<file path="config.mk">
export PLATFORM = sky130hd
export DESIGN_NAME = cmwc_seeder
export DESIGN_NICKNAME = d
export VERILOG_FILES = /design/src/hdl/cmwc_pkg.sv /design/src/hdl/cmwc_seeder.sv
export SDC_FILE = /design/constraint.sdc
export NUM_CORES = 1
export LEC_CHECK = 0
export BUFFER_PORTS_ARGS = -buffer_cell sky130_fd_sc_hd__clkbuf_2
export CORE_MARGIN = 1.5
export CORE_UTILIZATION = 64
export DETAILED_ROUTE_END_ITERATION = 16
export PLACE_DENSITY_LB_ADDON = 0.05
export SLEW_MARGIN = 20
export SYNTH_ARGS = -nofsm -noshare
export SYNTH_HDL_FRONTEND = slang
export SYNTH_SLANG_ARGS = --single-unit
</file>
<file path="constraint.sdc">
create_clock -name clk_i -period 11.82 [get_ports clk_i]
set_input_delay 0 -clock clk_i [delete_from_list [all_inputs] [get_ports clk_i]]
set_output_delay 0 -clock clk_i [all_outputs]
set_load 0.01 [all_outputs]
</file>
<file path="src/hdl/cmwc_pkg.sv">
// Shared constants and types for the complementary multiply-with-carry generator.
package cmwc_pkg;

  // Size of the lag table and width of an index into it.
  localparam int unsigned TABLE_DEPTH = 4096;
  localparam int unsigned IDX_W       = $clog2(TABLE_DEPTH);
  localparam int unsigned WORD_W      = 32;
  localparam int unsigned MULT_W      = 15;
  localparam int unsigned PROD_W      = WORD_W + MULT_W;
  localparam int unsigned SUM_W       = PROD_W + 1;

  // Arithmetic constants of the scheme.
  localparam logic [WORD_W-1:0] PHI        = 32'h9e37_79b9;
  localparam logic [WORD_W-1:0] PHI_X2     = 32'h3c6e_f372;
  localparam logic [MULT_W-1:0] MULT       = 15'd18782;
  localparam logic [WORD_W-1:0] CARRY_INIT = 32'd362436;
  localparam logic [WORD_W-1:0] BASE       = 32'hffff_fffe;
  localparam logic [IDX_W-1:0]  IDX_LAST   = IDX_W'(TABLE_DEPTH - 1);

  // Input action codes.
  localparam logic ACT_SEED = 1'b0;
  localparam logic ACT_NEXT = 1'b1;

  // One write into the lag table.
  typedef struct packed {
    logic              en;
    logic [IDX_W-1:0]  addr;
    logic [WORD_W-1:0] data;
  } wr_t;

endpackage

</file>
<file path="src/hdl/cmwc_seeder.sv">
// Sequencer that fills the lag table from one seed word, one entry per cycle.
module cmwc_seeder (
  input  logic                      clk_i,
  input  logic                      rst_ni,
  input  logic                      start_i,
  input  logic [31:0]               seed_i,
  output cmwc_pkg::wr_t             wr_o,
  output logic                      busy_o
);
  import cmwc_pkg::*;

  logic              busy_q;
  logic [IDX_W-1:0]  k_q;
  logic [WORD_W-1:0] seed_q;
  logic [WORD_W-1:0] w1_q, w2_q, w3_q;
  logic [WORD_W-1:0] word;

  // The first three words are offsets of the seed; later ones mix two older words.
  always_comb begin
    priority if (k_q == IDX_W'(0)) begin
      word = seed_q;
    end else if (k_q == IDX_W'(1)) begin
      word = seed_q + PHI;
    end else if (k_q == IDX_W'(2)) begin
      word = seed_q + PHI_X2;
    end else begin
      word = w3_q ^ w2_q ^ PHI ^ WORD_W'(k_q);
    end
  end

  // Control: the walk runs from entry zero to the last entry.
  always_ff @(posedge clk_i or negedge rst_ni) begin
    if (!rst_ni) begin
      busy_q <= 1'b0;
      k_q    <= '0;
    end else if (start_i) begin
      busy_q <= 1'b1;
      k_q    <= '0;
    end else if (busy_q) begin
      k_q <= k_q + IDX_W'(1);
      if (k_q == IDX_LAST) begin
        busy_q <= 1'b0;
      end
    end
  end

  // Payload: the seed and the three most recent words.
  always_ff @(posedge clk_i) begin
    if (start_i) begin
      seed_q <= seed_i;
    end else if (busy_q) begin
      w3_q <= w2_q;
      w2_q <= w1_q;
      w1_q <= word;
    end
  end

  assign wr_o.en   = busy_q;
  assign wr_o.addr = k_q;
  assign wr_o.data = word;
  assign busy_o    = busy_q;

endmodule

</file>
Yosys cells after proc, flatten, opt, wreduce, memory -nomap -nowiden
Cells that the tools add are included.
- bits in registers: 141
- bits of input ports: 35
- output and inout bits: 46
- logic and storage cells: 27
- add/subtract/negate cells: 3
- eq/ne operators: 3
- muxes and demuxes: 8
- bitwise gates (word level): 4
- reduce and logical (&&, ||, !) cells: 3
- operator list (operator ; count):
    two-way mux 32 bit ; 3
    adder 32 x 30 -> 32 bit (second input constant) ; 1
    adder 32 bit (second input constant) ; 1
    XOR 32 x 12 -> 32 bit ; 1
    XOR 32 bit ; 1
    two-way mux 12 bit ; 2
    inverter 20 bit ; 1
    adder 12 x 1 -> 12 bit (second input constant) ; 1
    equality test 12 x 1 -> 1 bit (second input constant) ; 1
    equality test 12 bit (second input constant) ; 1
    equality test 12 x 2 -> 1 bit (second input constant) ; 1
    zero test 12 bit ; 1
    two-way mux 1 bit ; 3
    AND reduction 2 bit ; 1
    nonzero test 2 bit ; 1
    inverter 1 bit ; 1

Depth between registers and ports, before layout
- depth in word-level cells: 6
- gate-level depth with buffers: 9
- depth with buffers taken out: 8

Worst setup path before layout
Ideal clock, no wire load.
- path kind: reg2reg
- start: reg busy_q (netlist: busy_o)
- end: reg w1_q[0], enable pin
- setup time: 564 ps
- arrival: 4974 ps
- data required time: 11256 ps
- path slack: 6282 ps
- cell stages (with the launch flop): 3
- buffers on the path: 1
- clock period less this slack: 5538 ps
- cell sequence: dfrtp_1 -> clkbuf_1 -> nor2b_1
- word-level cells in the longest chain between the ends: 1
- RTL lines (item ; RTL line ; source):
    start, declared ; cmwc_seeder.sv:12 ; logic busy_q;
    start signal, assigned ; cmwc_seeder.sv:34 ; busy_q <= 1'b0;
    start signal, assigned ; cmwc_seeder.sv:37 ; busy_q <= 1'b1;
    start signal, assigned ; cmwc_seeder.sv:42 ; busy_q <= 1'b0;
    AND reduction 2 bit (no line) ; -- ;
    end signal, assigned ; cmwc_seeder.sv:54 ; w1_q <= word;
    end, declared ; cmwc_seeder.sv:15 ; logic [WORD_W-1:0] w1_q, w2_q, w3_q;
No other way between the ends.
A chain may end at the register's enable or synchronous reset.

==> flow_metrics.tcl <==
set metrics [dict create \
    power.share.combinational 0.191 \
    syn-num-nets 682 \
    p_leak_uw 0.00322 \
    wl_per_cell_um 23.8 \
    io_buffers 80 \
    drtIter0Drc 1050 \
    die_w_um 110 \
    hold_ws_ps 24.5 \
    antenna_cells 0 \
    path_clk_slew_ps 60 \
    ys_types 76 \
    cts_sinks 141 \
    cts_tree "done" \
    synthXorXnorAreaFrac 0.0753 \
    ys_seq_area_frac 0.569 \
    grt_antenna_before_repair 0 \
    grt_max_degree 88 \
    synth_cells 640 \
    synth_adder_area_share 0.0119 \
    drive_above_1_share 0.180 \
    crit_path_start_kind "flop" \
    ant_nets 0 \
    synth_area_um2 7330 \
    fin_util 0.791 \
    synth_top_family_by_area "compound AO/OA/AOI/OAI gates" \
    grt_setup_unrepaired "false" \
    num_rows 38 \
    cp.arrival_ps 3860 \
    tightestPinTransition_ps 1140 \
    synth-simple-area-share 0.139 \
    final_cell_mix "edfxtp_1, clkbuf_2, nor2_1, a21oi_1, o21ai_0" \
    final_common_cell "edfxtp_1" \
    ys.flop_type "edfxtp_1" \
    nets 779 \
    maxSlewViolCount 0 \
    synth-seq-cells 141 \
    yosysWarnings 0 \
    switching_share 0.288 \
    htreeDepth 4 \
    avgViaCountPerCell 6.97 \
    period_minus_slack_ps 3860 \
    cts_buffers 17 \
    clock_path_buffers 2 \
    finalCritPeriodShare 0.326 \
    sequentialPowerShare 0.447 \
    end_kind "output port" \
    die_height_um 110 \
    die_area_um2 12100 \
    start_util 0.668 \
    synth_compound_area_frac 0.170 \
    clk_latency_ps 430 \
    top_layer "met4" \
    synth-edff-count 128 \
    async_flop_share 0.0922 \
    m1WireLength_um 8400 \
    place_congestion 0.985 \
    dr.pass1.iters 8 \
    cap_viol_max_count 0 \
    io_pins 81 \
    critPathKind "flop to output port" \
    power.density_nw_per_um2 168 \
    cts_resized 0 \
    routed-wl-met2_um 9390 \
    grt.total_usage 0.372 \
    dp_hpwl_um 13000 \
    hold_violations 0 \
    wl_met3_um 2630 \
    core_um2 11000 \
    n_fill_cell 635 \
    overflow 0 \
    switching_power_uw 421 \
    vias 6206 \
    hold_path.class "input port to async pin" \
    peakVddDrop_uv 157 \
    cts_setup_buffers 0 \
    pre_cts_ws_ps 8350 \
    cp.required_ps 11820 \
    grt_pass1_vias 5761 \
    grt_pass1_wl_um 32500 \
    worstPathMaxFanout 19 \
    synthToLayoutAreaGrowth_pct 18.5 \
    finalClockSkew_ps 7.95 \
    drc 0 \
    intPower_uw 1040 \
    max-slew-margin-rel 0.238 \
    fmax_mhz 259 \
    wl_um 21200 \
    synth.area.top_cells "edfxtp_1, dfrtp_1, xnor2_1, a21oi_1, xor2_1" \
    total_power_uw 1460 \
    netlist.top_cell.by_area "edfxtp_1" \
    clockRootBuffer "clkbuf_16" \
    syn_avg_cell_area_um2 11.5 \
    report.final.setup_viol 0 \
    status "complete, no violations" \
    clkPwrFrac 0.361 \
    muxShareOfSynthArea 0.00819 \
    yosysTopAreaCellShare 0.524 \
    worst_slack_ps 7960 \
    tns_ps 0 \
]
==> worst max-delay path: stages, from the launching register on <==
cell and delay (ps):
dfrtp_1 470, nor4_2 600, nand4_1 830, buf_4 480
a2111oi_4 270, nor3_1 80, or4_1 550, clkbuf_2 150
==> synthesized netlist by cell type (3+ instances only) <==
cell type	count
buf_2	5
nand2b_1	3
nand4_1	14
edfxtp_1	128
a41o_1	3
nand3_1	18
o22ai_1	5
dfrtp_1	13
nand2_1	35
ha_1	7
or3_1	9
and3_1	11
nor3_1	20
o211ai_1	8
o311ai_0	3
or4_1	3
and2_1	4
or2_2	4
a221oi_1	3
and4_1	6
mux2i_1	6
o31ai_1	6
o21ai_0	44
nor2b_1	7
xnor2_1	37
nor2_1	48
a31oi_1	9
o21a_1	3
xor2_1	26
clkbuf_1	31
a21oi_1	48
inv_1	6
a211oi_1	9
o21ai_1	3
==> state kept, by name, indices dropped and copies added, names as in the netlist <==
signal,count
busy_o,1
w1_q,32
k_q,12
w2_q,32
w3_q,32
seed_q,32
==> layout make-up <==
class                      count  area (um^2)  area share
tap                          140          175      0.0202
timing repair buffer         118          772      0.0888
multi-input combinational    453         2970       0.342
inverter                       6         22.5     0.00259
clock inverter                14          150      0.0173
clock buffer                  18          429      0.0494
sequential                   141         4170       0.480
==> through the flow <==
stage / instances / instance area, um^2
6_report: 890 / 8690
2_1_floorplan: 640 / 7330
3_3_place_gp: 825 / 7780
3_5_place_dp: 825 / 7780
5_1_grt: 890 / 8690
4_1_cts: 890 / 8690
==> cell families (layout without fill, tap and decap cells) <==
kind of cell	count (synthesis)	count (layout)
and+or+nand+nor	196	196
buffers and inverters	46	156
xor gates and xnor gates	63	63
DFF	141	141
muxes	6	6
AOI/OAI and AO/OA	181	181
adders and majority gates	7	7
==> routing by layer <==
metal | GRT usage | vias up
li1 | - | 2647
met4 | 0.147 | 0
met2 | 0.555 | 544
met1 | 0.523 | 2921
met5 | 0 | -
met3 | 0.0958 | 94
==> power groups by stage <==
stage	combinational (uW)	sequential (uW)	clock [uW]
6_report	280	654	529
5_1_grt	296	660	551
4_1_cts	266	652	530
3_5_place_dp	253	661	0
3_3_place_gp	251	658	0
2_1_floorplan	175	641	0
==> worst paths after layout <==
kind                                from  endpoint  slack (ps)  cells after the start
worst max-delay path              k_q[2]  wr_o[30]        7960                      7
worst min-delay path              rst_ni    k_q[4]          20                      2
worst max register to register    k_q[2]  w1_q[30]        8270                      6
worst min register to register  w1_q[21]  w2_q[21]         420                      0
max in group asynchronous         rst_ni    k_q[9]       11530                      2
min in group clk_i               start_i    k_q[4]         190                      3
==> repair_timing <==
action	in CTS	in global routing
setup endpoints to repair	0	0
endpoints found under the hold margin	45	0
hold buffers	33	0
Note: power is estimated with default switching activity, not from simulation.
